## src/hw/rtl/vtp_pkg.sv

```systemverilog
// vtp_pkg: shared types and constants for the vector_to_polar block
// fixed-point formats, cordic arctangent table, angle and quadrant codes
// no dependencies

package vtp_pkg;

    // fixed-point layout of the cordic datapath
    localparam int FRAC      = 28;
    localparam int ZSHIFT    = 12;
    localparam int ZW        = 27;
    localparam int MAX_STEPS = 24;

    // result field widths
    localparam int MAG_W       = 16;
    localparam int ANG_W       = 16;
    localparam int QUAD_W      = 3;
    localparam int BASE_W      = 14;
    localparam int OUT_DATA_W  = 40;
    localparam int RESULT_W    = MAG_W + ANG_W + QUAD_W;

    // atan(2^-i) in units of 2^-12 of 1/128 degree
    localparam int ATAN_UNITS [MAX_STEPS] = '{
        23592960, 13927738, 7359034, 3735561, 1875029, 938429, 469329, 234679,
        117341, 58671, 29335, 14668, 7334, 3667, 1833, 917,
        458, 229, 115, 57, 29, 14, 7, 4
    };

    // 1/K of an infinite cordic run, Q32
    localparam logic [63:0] INVK_INF_Q32 = 64'd2608131496;

    localparam logic [ANG_W-1:0] QUARTER_UNITS = 16'd11520;
    localparam logic [ANG_W-1:0] HALF_UNITS    = 16'd23040;
    localparam logic [ANG_W-1:0] FULL_UNITS    = 16'd46080;
    localparam logic [MAG_W-1:0] MAG_MAX       = 16'hFFFF;

    localparam logic [QUAD_W-1:0] QUAD_AXIS = 3'd0;
    localparam logic [QUAD_W-1:0] QUAD_1    = 3'd1;
    localparam logic [QUAD_W-1:0] QUAD_2    = 3'd2;
    localparam logic [QUAD_W-1:0] QUAD_3    = 3'd3;
    localparam logic [QUAD_W-1:0] QUAD_4    = 3'd4;

    // per-item sideband carried alongside the cordic chain
    typedef struct packed {
        logic             direct;  // zero or on-axis vector, result known at entry
        logic             xn;
        logic             yn;
        logic [MAG_W-1:0] dmag;
        logic [ANG_W-1:0] dang;
    } t_side;

    typedef struct packed {
        logic [QUAD_W-1:0] quadrant_code;
        logic [ANG_W-1:0]  angle;
        logic [MAG_W-1:0]  magnitude;
    } t_result;

endpackage

```

## src/hw/rtl/vtp_cell.sv

```systemverilog
// vtp_cell: one cordic vectoring iteration with its pipeline register
// rotates (x, y) by +/-atan(2^-STAGE) and updates the angle accumulator
// depends on vtp_pkg

module vtp_cell
    import vtp_pkg::*;
#(
    parameter int W     = 46,
    parameter int STAGE = 0
) (
    input  logic                i_clk,
    input  logic                i_rst_n,
    input  logic                i_en,
    input  logic                i_valid,
    input  logic signed [W-1:0] i_x,
    input  logic signed [W-1:0] i_y,
    input  logic signed [ZW-1:0] i_z,
    input  t_side               i_side,
    output logic                o_valid,
    output logic signed [W-1:0] o_x,
    output logic signed [W-1:0] o_y,
    output logic signed [ZW-1:0] o_z,
    output t_side               o_side
);

    localparam logic signed [ZW-1:0] ATAN = ZW'(ATAN_UNITS[STAGE]);

    logic                 r_valid;
    logic signed [W-1:0]  r_x, r_y;
    logic signed [ZW-1:0] r_z;
    t_side                r_side;

    logic signed [W-1:0]  n_x, n_y;
    logic signed [ZW-1:0] n_z;

    always_comb begin
        // y below zero: rotate counterclockwise, else clockwise
        if (i_y[W-1]) begin
            n_x = i_x - (i_y >>> STAGE);
            n_y = i_y + (i_x >>> STAGE);
            n_z = i_z - ATAN;
        end else begin
            n_x = i_x + (i_y >>> STAGE);
            n_y = i_y - (i_x >>> STAGE);
            n_z = i_z + ATAN;
        end
    end

    always_ff @(posedge i_clk) begin
        if (!i_rst_n) begin
            r_valid <= 1'b0;
        end else if (i_en) begin
            r_valid <= i_valid;
        end
    end

    always_ff @(posedge i_clk) begin
        if (i_en) begin
            r_x    <= n_x;
            r_y    <= n_y;
            r_z    <= n_z;
            r_side <= i_side;
        end
    end

    assign o_valid = r_valid;
    assign o_x     = r_x;
    assign o_y     = r_y;
    assign o_z     = r_z;
    assign o_side  = r_side;

endmodule

```

## config.mk

```make
export PLATFORM = sky130hd
export DESIGN_NAME = vtp_cell
export DESIGN_NICKNAME = d
export VERILOG_FILES = /design/src/hw/rtl/vtp_pkg.sv /design/src/hw/rtl/vtp_cell.sv
export SDC_FILE = /design/constraint.sdc
export NUM_CORES = 1
export LEC_CHECK = 0
export ABC_AREA = 1
export BUFFER_PORTS_ARGS = -buffer_cell sky130_fd_sc_hd__buf_4
export CORE_MARGIN = 8
export CORE_UTILIZATION = 44
export DETAILED_ROUTE_END_ITERATION = 6
export GPL_TIMING_DRIVEN = 0
export PLACE_DENSITY = 0.69
export SLEW_MARGIN = 20
export SYNTH_ARGS = -nofsm -noshare
export SYNTH_HDL_FRONTEND = slang
export SYNTH_SLANG_ARGS = --single-unit
```

## constraint.sdc

```tcl
create_clock -name i_clk -period 5.32 [get_ports i_clk]
set_input_delay 0.798 -clock i_clk [delete_from_list [all_inputs] [get_ports i_clk]]
set_output_delay 0.798 -clock i_clk [all_outputs]
set_load 0.05 [all_outputs]
```

==> metrics.yaml <==
highest_layer: "met4"
cts_buffer_depth: 2
fmax_mhz: 268
yosys.area.top_type: "edfxtp_1"
ant_nets: 0
gr-total-overflow: 0
status: "finished, final reports clean"
cts.sinks: 154
std_cell_rows: 71
route.vias.total: 18800
vdd_drop_max_mv: 0.242
final.fill_count: 3817
p_leak_uw: 0.0110
setup_tns_ns: 0
slew_headroom_pct: 17.1
antenna_found_initial: 1
synth_edf_count: 153
yosysUniqueCellTypes: 41
hold_viol_final: 0
synth.most_common_cell: "nand2_1"
rsz0062_at_grt: "false"
postCtsHoldBufs: 0
cts_setup_buffers: 0
pin_count: 313
yosys-top-cells-area: "edfxtp_1 (27%), nand2_1 (20%), inv_1 (11%), ha_1 (10%), nand3_1 (6.7%)"
crit_path_top_delay_cell: "clkbuf_1"
critPathTopFamily: "buffers and inverters"
cts_tree: "done"
chipWidth_microns: 212
dieHeight_microns: 212
path_buf_inv: 5
drtIter0Drc: 1818
slowest_delay_ns: 0.84
worst_setup_path_start_kind: "primary input"
crit_arrival_ns: 3.95
drt_pass1_iterations: 7
root_buffer: "clkbuf_16"
grtUsageTotal_pct: 33.5
grt_pass1_wl_microns: 111000
core_sq_mm: 0.0377
grt_max_degree: 89
cts_buffers: 17
crit_chain: "buf_4 > clkbuf_1 > clkinv_1 > clkbuf_1 > buf_2 > ha_1 > a21oi_1 > nand2_1 > a21oi_1 > nor2_1 > nor2_1 > xor2_1"
cts_resized: 0
synth_seq_area_share_pct: 27.4
htreeDepth: 4
worstSetupPathType: "primary input to register"
ys_seq_elements: 154
ys.flop_type: "edfxtp_1"
dpl.hpwl_microns: 64000
dieArea_sq_mm: 0.0447
portBuffers: 312
syn_nets: 2951
seq_area_sq_mm: 0.00461
area_growth_pct: 21.7
grt_pass1_vias: 18100
period_minus_slack_ns: 3.73
worstMarginPinSlew_ns: 1.24
timing.rr.start: "o_valid"
fin_nets: 3283
setup_viol: 0
cts.reportedPaths.clkPinSlew_ns: 0.10
critical_path.startpoint: "i_y[45]"
drc: 0
avgSynthCellArea_sq_um: 6.35
slew_viol_final: 0
hp-class: "primary input to register"
netlist.area_leader.share_pct: 27.3
worstPathRequired_ns: 5.53
cap_viol_max_count: 0
wl_per_cell_microns: 22.0
synthTopCellsByCount: "nand2_1 (901), inv_1 (478), nand3_1 (225)"
dr_wl_met3_microns: 7200
async_flop_share_pct: 0
hp-start: "i_side[24]"
yosysWarnings: 0
place_congestion: 1.01
wl_microns: 77100
syn_inst: 2648
dr_wl_met2_microns: 34900
clock-skew-final_ns: 0
multi_input_area_sq_mm: 0.00996
syn_area_sq_mm: 0.0168
endpoint_kind: "register"
p_total_uw: 5450
drive_above_1_share_pct: 16.6
timing.final.crit_share_pct: 70.2
viasPerCell: 5.36
cp_max_fo: 13
p_per_area_mw_per_mm2: 266
diodes: 0
initial_core_util_pct: 44.7
met1Wirelength_microns: 31500
clock_latency_ns: 0.46
-- worst reg2reg max path, stage by stage (launching register included) --
cell     delay [ns]
dfxtp_1        0.31
o21ai_0        0.16
a21oi_1        0.06
-- final timing paths --
path	end	slack (ns)	cells past startpoint
setup / recovery	o_z[24]	1.59	12
hold / removal	o_side[24]	0.49	1
setup reg to reg	o_valid	4.67	2
hold reg to reg	o_valid	0.56	2
-- layout make-up --
type / instances / share of cell area (%)
Clock inverter: 15 / 0.990
Tap cell: 511 / 3.12
Timing Repair Buffer: 313 / 11.6
Buffer: 62 / 1.97
Sequential cell: 154 / 22.5
Inverter: 491 / 9.00
Multi-Input combinational cell: 1941 / 48.7
Clock buffer: 17 / 2.08
-- placed cells by master (no fill, tap or decap), types with 4 or more instances in the layout --
cell type,Yosys,layout
a21o_1,5,5
a21oi_1,138,138
and2_1,6,6
buf_2,11,13
buf_4,31,342
buf_6,5,5
clkbuf_1,11,11
clkbuf_16,0,17
edfxtp_1,153,153
fa_1,4,4
ha_1,141,141
inv_1,478,478
inv_2,11,11
inv_6,0,6
nand2_1,901,901
nand2_2,27,27
nand3_1,225,225
nand3_2,6,6
nand4_1,30,30
nor2_1,214,214
nor2_2,33,33
nor2_4,8,8
nor3_1,9,9
o211ai_1,4,4
o21a_1,5,5
o21ai_0,84,84
o21ai_1,7,7
o21ai_2,4,4
o21bai_1,29,29
o22ai_1,7,7
or2_2,4,4
xor2_1,34,34
-- per-layer routing --
metal | up-vias | GRT usage [%]
li1 | 8935 | -
met1 | 8774 | 42.0
met2 | 934 | 55.1
met3 | 150 | 6.24
met4 | 0 | 15.9
met5 | - | 0
-- flip-flops by register name, summed over array words and instances (netlist names) --
| register | cells |
|---|---|
| o_z | 27 |
| o_side | 35 |
| o_y | 45 |
| o_x | 46 |
| o_valid | 1 |
-- metrics by stage --
step	instance area, sq um	instances	setup WS, ns	util, %	hold WS, ns
final	20500	3504	1.59	54.3	0.489
after global placement	19800	3471	1.31	52.6	0.532
after detailed placement	19800	3472	1.22	52.7	0.547
after CTS	20500	3504	1.67	54.3	0.483
after global routing	20500	3504	1.53	54.3	0.495
after floorplan	16800	2648	2.46	-	0.753
-- report_power, final --
group	internal [uW]	switching (uW)
combinational	696	1770
clock	761	654
sequential	1520	45.3
total	2980	2470
-- kinds of logic (layout without fill, tap and decap cells) --
group | after synthesis | in the layout | synth area share (%)
buffers and inverters | 553 | 898 | 13.3
muxes | 1 | 1 | 0.0595
AOI/OAI and AO/OA | 288 | 288 | 9.45
xor gates and xnor gates | 37 | 37 | 1.93
and+or+nand+nor | 1470 | 1470 | 36.8
DFF | 154 | 154 | 27.4
adders and majority gates | 145 | 145 | 11.0
No activity file was read; power rests on OpenSTA's default activity.
