`config.mk`:
```
export PLATFORM = sky130hd
export DESIGN_NAME = vtp_post
export DESIGN_NICKNAME = d
export VERILOG_FILES = /design/src/hw/rtl/vtp_pkg.sv /design/src/hw/rtl/vtp_post.sv
export SDC_FILE = /design/constraint.sdc
export NUM_CORES = 2
export LEC_CHECK = 0
export BUFFER_PORTS_ARGS = -buffer_cell sky130_fd_sc_hd__buf_2
export CAP_MARGIN = 20
export CORE_MARGIN = 1
export CORE_UTILIZATION = 39
export DETAILED_ROUTE_END_ITERATION = 7
export GPL_ROUTABILITY_DRIVEN = 1
export SYNTH_ARGS = -nofsm -noshare
export SYNTH_HDL_FRONTEND = slang
export SYNTH_SLANG_ARGS = --single-unit
```
`constraint.sdc`:
```
create_clock -name i_clk -period 11.02 [get_ports i_clk]
set_input_delay 1.653 -clock i_clk [delete_from_list [all_inputs] [get_ports i_clk]]
set_output_delay 1.653 -clock i_clk [all_outputs]
set_load 0.03 [all_outputs]
```
`src/hw/rtl/vtp_pkg.sv`:
```
// vtp_pkg: shared types and constants for the vector_to_polar block
// fixed-point formats, cordic arctangent table, angle and quadrant codes
// no dependencies

package vtp_pkg;

    // fixed-point layout of the cordic datapath
    localparam int FRAC      = 28;
    localparam int ZSHIFT    = 12;
    localparam int ZW        = 27;
    localparam int MAX_STEPS = 24;

    // result field widths
    localparam int MAG_W       = 16;
    localparam int ANG_W       = 16;
    localparam int QUAD_W      = 3;
    localparam int BASE_W      = 14;
    localparam int OUT_DATA_W  = 40;
    localparam int RESULT_W    = MAG_W + ANG_W + QUAD_W;

    // atan(2^-i) in units of 2^-12 of 1/128 degree
    localparam int ATAN_UNITS [MAX_STEPS] = '{
        23592960, 13927738, 7359034, 3735561, 1875029, 938429, 469329, 234679,
        117341, 58671, 29335, 14668, 7334, 3667, 1833, 917,
        458, 229, 115, 57, 29, 14, 7, 4
    };

    // 1/K of an infinite cordic run, Q32
    localparam logic [63:0] INVK_INF_Q32 = 64'd2608131496;

    localparam logic [ANG_W-1:0] QUARTER_UNITS = 16'd11520;
    localparam logic [ANG_W-1:0] HALF_UNITS    = 16'd23040;
    localparam logic [ANG_W-1:0] FULL_UNITS    = 16'd46080;
    localparam logic [MAG_W-1:0] MAG_MAX       = 16'hFFFF;

    localparam logic [QUAD_W-1:0] QUAD_AXIS = 3'd0;
    localparam logic [QUAD_W-1:0] QUAD_1    = 3'd1;
    localparam logic [QUAD_W-1:0] QUAD_2    = 3'd2;
    localparam logic [QUAD_W-1:0] QUAD_3    = 3'd3;
    localparam logic [QUAD_W-1:0] QUAD_4    = 3'd4;

    // per-item sideband carried alongside the cordic chain
    typedef struct packed {
        logic             direct;  // zero or on-axis vector, result known at entry
        logic             xn;
        logic             yn;
        logic [MAG_W-1:0] dmag;
        logic [ANG_W-1:0] dang;
    } t_side;

    typedef struct packed {
        logic [QUAD_W-1:0] quadrant_code;
        logic [ANG_W-1:0]  angle;
        logic [MAG_W-1:0]  magnitude;
    } t_result;

endpackage

```
`src/hw/rtl/vtp_post.sv`:
```
// vtp_post: gain compensation, angle rounding and quadrant reflection
// one register stage after the multipliers, result logic after it
// depends on vtp_pkg

module vtp_post
    import vtp_pkg::*;
#(
    parameter int W          = 46,
    parameter int ITERATIONS = 16
) (
    input  logic                 i_clk,
    input  logic                 i_rst_n,
    input  logic                 i_en,
    input  logic                 i_valid,
    input  logic signed [W-1:0]  i_x,
    input  logic signed [ZW-1:0] i_z,
    input  t_side                i_side,
    output logic                 o_valid,
    output t_result              o_result
);

    localparam logic [31:0] INVK =
        32'(INVK_INF_Q32 + ((INVK_INF_Q32 * 64'd2 / 64'd3) >> (2 * ITERATIONS)));
    localparam logic [ZW-1:0] ZMAX     = ZW'(QUARTER_UNITS) << ZSHIFT;
    localparam logic [ZW-1:0] ZROUND   = ZW'(1) << (ZSHIFT - 1);
    localparam logic [W:0]    MAG_HALF = (W + 1)'(1) << (FRAC - 1);

    logic            r_valid;
    logic [W-1:0]    r_prod_hi;
    logic [31:0]     r_prod_lo;
    logic [BASE_W-1:0] r_base;
    t_side           r_side;

    logic [W-33:0]   x_hi;
    logic [31:0]     x_lo;
    logic [W-1:0]    prod_hi;
    logic [63:0]     prod_lo;
    logic [ZW-1:0]   z_clamp;
    logic [ZW-1:0]   z_round;

    always_comb begin
        x_hi    = i_x[W-1:32];
        x_lo    = i_x[31:0];
        prod_hi = W'(x_hi) * W'(INVK);
        prod_lo = 64'(x_lo) * 64'(INVK);
        if (i_z[ZW-1]) begin
            z_clamp = '0;
        end else if (ZW'(i_z) > ZMAX) begin
            z_clamp = ZMAX;
        end else begin
            z_clamp = ZW'(i_z);
        end
        z_round = z_clamp + ZROUND;
    end

    always_ff @(posedge i_clk) begin
        if (!i_rst_n) begin
            r_valid <= 1'b0;
        end else if (i_en) begin
            r_valid <= i_valid;
        end
    end

    always_ff @(posedge i_clk) begin
        if (i_en) begin
            r_prod_hi <= prod_hi;
            r_prod_lo <= prod_lo[63:32];
            r_base    <= z_round[ZSHIFT+BASE_W-1:ZSHIFT];
            r_side    <= i_side;
        end
    end

    logic [W:0]     mag_sum;
    logic [W+16:0]  mag_q;
    logic [MAG_W-1:0] mag_sat;
    logic [ANG_W-1:0] base_ext;
    logic [ANG_W-1:0] ang_q4;

    always_comb begin
        mag_sum  = (W + 1)'(r_prod_hi) + (W + 1)'(r_prod_lo) + MAG_HALF;
        mag_q    = (W + 17)'(mag_sum) >> FRAC;
        mag_sat  = (mag_q > (W + 17)'(MAG_MAX)) ? MAG_MAX : mag_q[MAG_W-1:0];
        base_ext = ANG_W'(r_base);
        // a zero base in the fourth quadrant wraps to zero
        ang_q4   = (base_ext == '0) ? '0 : (FULL_UNITS - base_ext);

        if (r_side.direct) begin
            o_result.magnitude     = r_side.dmag;
            o_result.angle         = r_side.dang;
            o_result.quadrant_code = QUAD_AXIS;
        end else begin
            o_result.magnitude = mag_sat;
            case ({r_side.xn, r_side.yn})
                2'b01: begin
                    o_result.quadrant_code = QUAD_1;
                    o_result.angle         = base_ext;
                end
                2'b11: begin
                    o_result.quadrant_code = QUAD_2;
                    o_result.angle         = HALF_UNITS - base_ext;
                end
                2'b10: begin
                    o_result.quadrant_code = QUAD_3;
                    o_result.angle         = HALF_UNITS + base_ext;
                end
                default: begin
                    o_result.quadrant_code = QUAD_4;
                    o_result.angle         = ang_q4;
                end
            endcase
        end
    end

    assign o_valid = r_valid;

endmodule

```
==> flow_summary.yaml <==
timing:
  rsz0062_at_grt: "false"
  worst_pin_slew_ps: 947
  period_share: 0.808
  fin_crit_ps: 8900
  hold_viol: 0
  fin_skew_ps: 0
  setup_ws_ps: 2120
  timing.setup.tns_ps: 0
  setup_viol: 0
  slew_viol_final: 0
  relSlewSlack: 0.369
  fmax_ghz: 0.112
detailed_routing:
  drc: 0
  firstDrtPassIters: 5
  wl_mm: 78.6
  detailroute.via_count: 20900
  first_iter_violations: 1050
  ant_nets: 0
  wire_per_inst_um: 18.7
  vias_per_cell: 4.95
synthesis:
  avgSynthCellArea_um2: 10.4
  postSynthCellCount: 3003
  synth_edf_count: 121
  yosysTopAreaCellShare: 0.389
  ys_seq_area_frac: 0.117
  ys_types: 80
  syn-num-nets: 4282
  async_flop_share: 0
  synthTopCellsByArea: "fa_1, ha_1, edfxtp_1, inv_1, a21oi_1"
  yosysTopAreaCell: "fa_1"
  netlist_area_um2: 31300
  ys_ff_latch: 122
  ys_warn_count: 0
  ys.flop_type: "edfxtp_1"
clocking:
  post_cts_buffers: 0
  clockBufferDepth: 2
  clkLatencyLatePin_ps: 440
  h-tree-depth: 4
  tritoncts: "done"
  cts_made_buffers: 17
  ctsHoldBuffers: 0
  clock-root-buffer: "clkbuf_16"
  clk_pin_slew_worst_paths_ps: 60
  cts_sinks: 122
  cts_resized: 0
layout:
  drive_gt1_frac: 0.0661
  finalNonFillerCells: 4211
  n_fill_cell: 7702
  final_cell_area_um2: 33800
  nets: 4427
  syn_to_final_growth_pct: 8.09
run_status:
  status: "completed"
placed_design:
  gp_congestion: 0.984
  placement.cell_area_um2: 33200
  dp_cells: 4179
  dp_hpwl_mm: 70.2
  io_buffer_count: 147
  dp_slack_ps: 1650
floorplanning:
  ioPinCount: 148
  core_um2: 79100
  die_area_um2: 81300
  die_h_um: 285
  num_rows: 103
  fp.dieW_um: 285
  start_util: 0.395
global_route:
  overflow: 0
  grt_pass1_vias: 22300
  grt.total_usage: 0.202
  grt_first_pass_wirelength_mm: 126
  antenna_found_initial: 1
  grt_max_degree: 73
critical_path:
  critPathBufInv: 7
  path_class: "input port to register"
  critPathTopFamily: "adder cells"
  required_ps: 11210
  cp_common_cell: "fa_1"
  slowest_delay_ps: 760
  cp-start-kind: "input port"
  crit_fanout: 8
  slowest_stage: "a2111oi_0"
  endpoint_kind: "register"
  cp_data_arrival_time_ps: 9080
min_path:
  hp-class: "register to register"
run:
  max_cap_viol_count: 0
==> layout by cell type (no fill, tap or decap), types with 6 or more instances in the layout <==
master and count:
buf_2 146, edfxtp_1 121, o21bai_1 12, fa_1 608, inv_1 913, and3_1 23, nor2b_1 16, a2bb2oi_1 7
xnor2_1 59, ha_1 559, nor2_1 65, xor2_1 32, a211oi_1 13, nand2_1 82, nand4_1 14, a211o_1 6
nor3_1 20, a31oi_1 18, clkbuf_16 17, a21o_1 50, or2_2 6, nor4_1 6, a21oi_1 107, o21ai_1 6
nand2b_1 12, o21a_1 16, a22oi_1 7, o211ai_1 8, o21ai_0 67, a311oi_1 10, or3_1 7, nand3_1 18
==> final timing paths <==
path,cells after the start,startpoint,slack [ps],endpoint
setup / recovery,25,i_x[6],2120,r_prod_lo[28]$_DFFE_PP_
hold / removal,2,o_valid$_SDFFE_PN0P_,520,o_valid$_SDFFE_PN0P_
setup reg to reg,2,o_valid$_SDFFE_PN0P_,10430,o_valid$_SDFFE_PN0P_
hold reg to reg,2,o_valid$_SDFFE_PN0P_,520,o_valid$_SDFFE_PN0P_
==> metrics by stage <==
step | hold WS [ps] | utilization
floorplan | 640 | -
finish | 521 | 0.427
CTS | 529 | 0.427
global placement | 501 | 0.420
detailed placement | 511 | 0.420
global route | 561 | 0.427
==> sequential cells by signal (all words and copies together) (netlist names) <==
name,cells
r_prod_lo,29
o_valid,1
r_prod_hi,43
r_base,14
r_side,35
==> worst reg2reg max path, cell delays in order (launching register included) <==
cell     delay (ps)
dfxtp_1         310
mux2i_1         120
nor2b_1          60
==> routing by layer <==
layer / track usage / vias up / part of all wire
met2: 0.332 / 481 / 0.48
met1: 0.279 / 10500 / 0.45
met4: 0.0437 / 0 / 0.022
met5: 0 / - / 0
li1: - / 9804 / -
met3: 0.0338 / 86 / 0.050
==> kinds of logic after synthesis <==
logic type	after synthesis	share of synthesized area
simple gates	298	0.0484
mux	5	0.00184
fa+ha+maj	1167	0.613
buf+inv	936	0.112
flops	122	0.117
compound gates	384	0.0817
xor+xnor	91	0.0255
==> area by class of cell <==
| type | instances | area, um2 | share of cell area |
|---|---|---|---|
| well taps | 1050 | 1310 | 0.0389 |
| clock buffers | 17 | 425 | 0.0126 |
| diodes | 1 | 2.50 | 0.0000741 |
| clock inverters | 14 | 124 | 0.00367 |
| inverters | 913 | 3430 | 0.101 |
| repair buffers | 149 | 753 | 0.0223 |
| multi-input cells | 1945 | 24100 | 0.713 |
| flip-flops and latches | 122 | 3650 | 0.108 |
==> cells in the mapped netlist (10+ instances only) <==
master	instances
xnor2_1	59
fa_1	608
nor2b_1	16
nor3_1	20
a311oi_1	10
clkbuf_1	21
ha_1	559
edfxtp_1	121
and3_1	23
nand4_1	14
a21oi_1	107
xor2_1	32
nor2_1	65
o21a_1	16
nand2b_1	12
o21bai_1	12
a21o_1	50
o21ai_0	67
nand2_1	82
a211oi_1	13
nand3_1	18
inv_1	913
a31oi_1	18
Power is left out: the tool's default activity adds up to more than one toggle a clock period on the data nets, which glitch-free logic cannot reach.
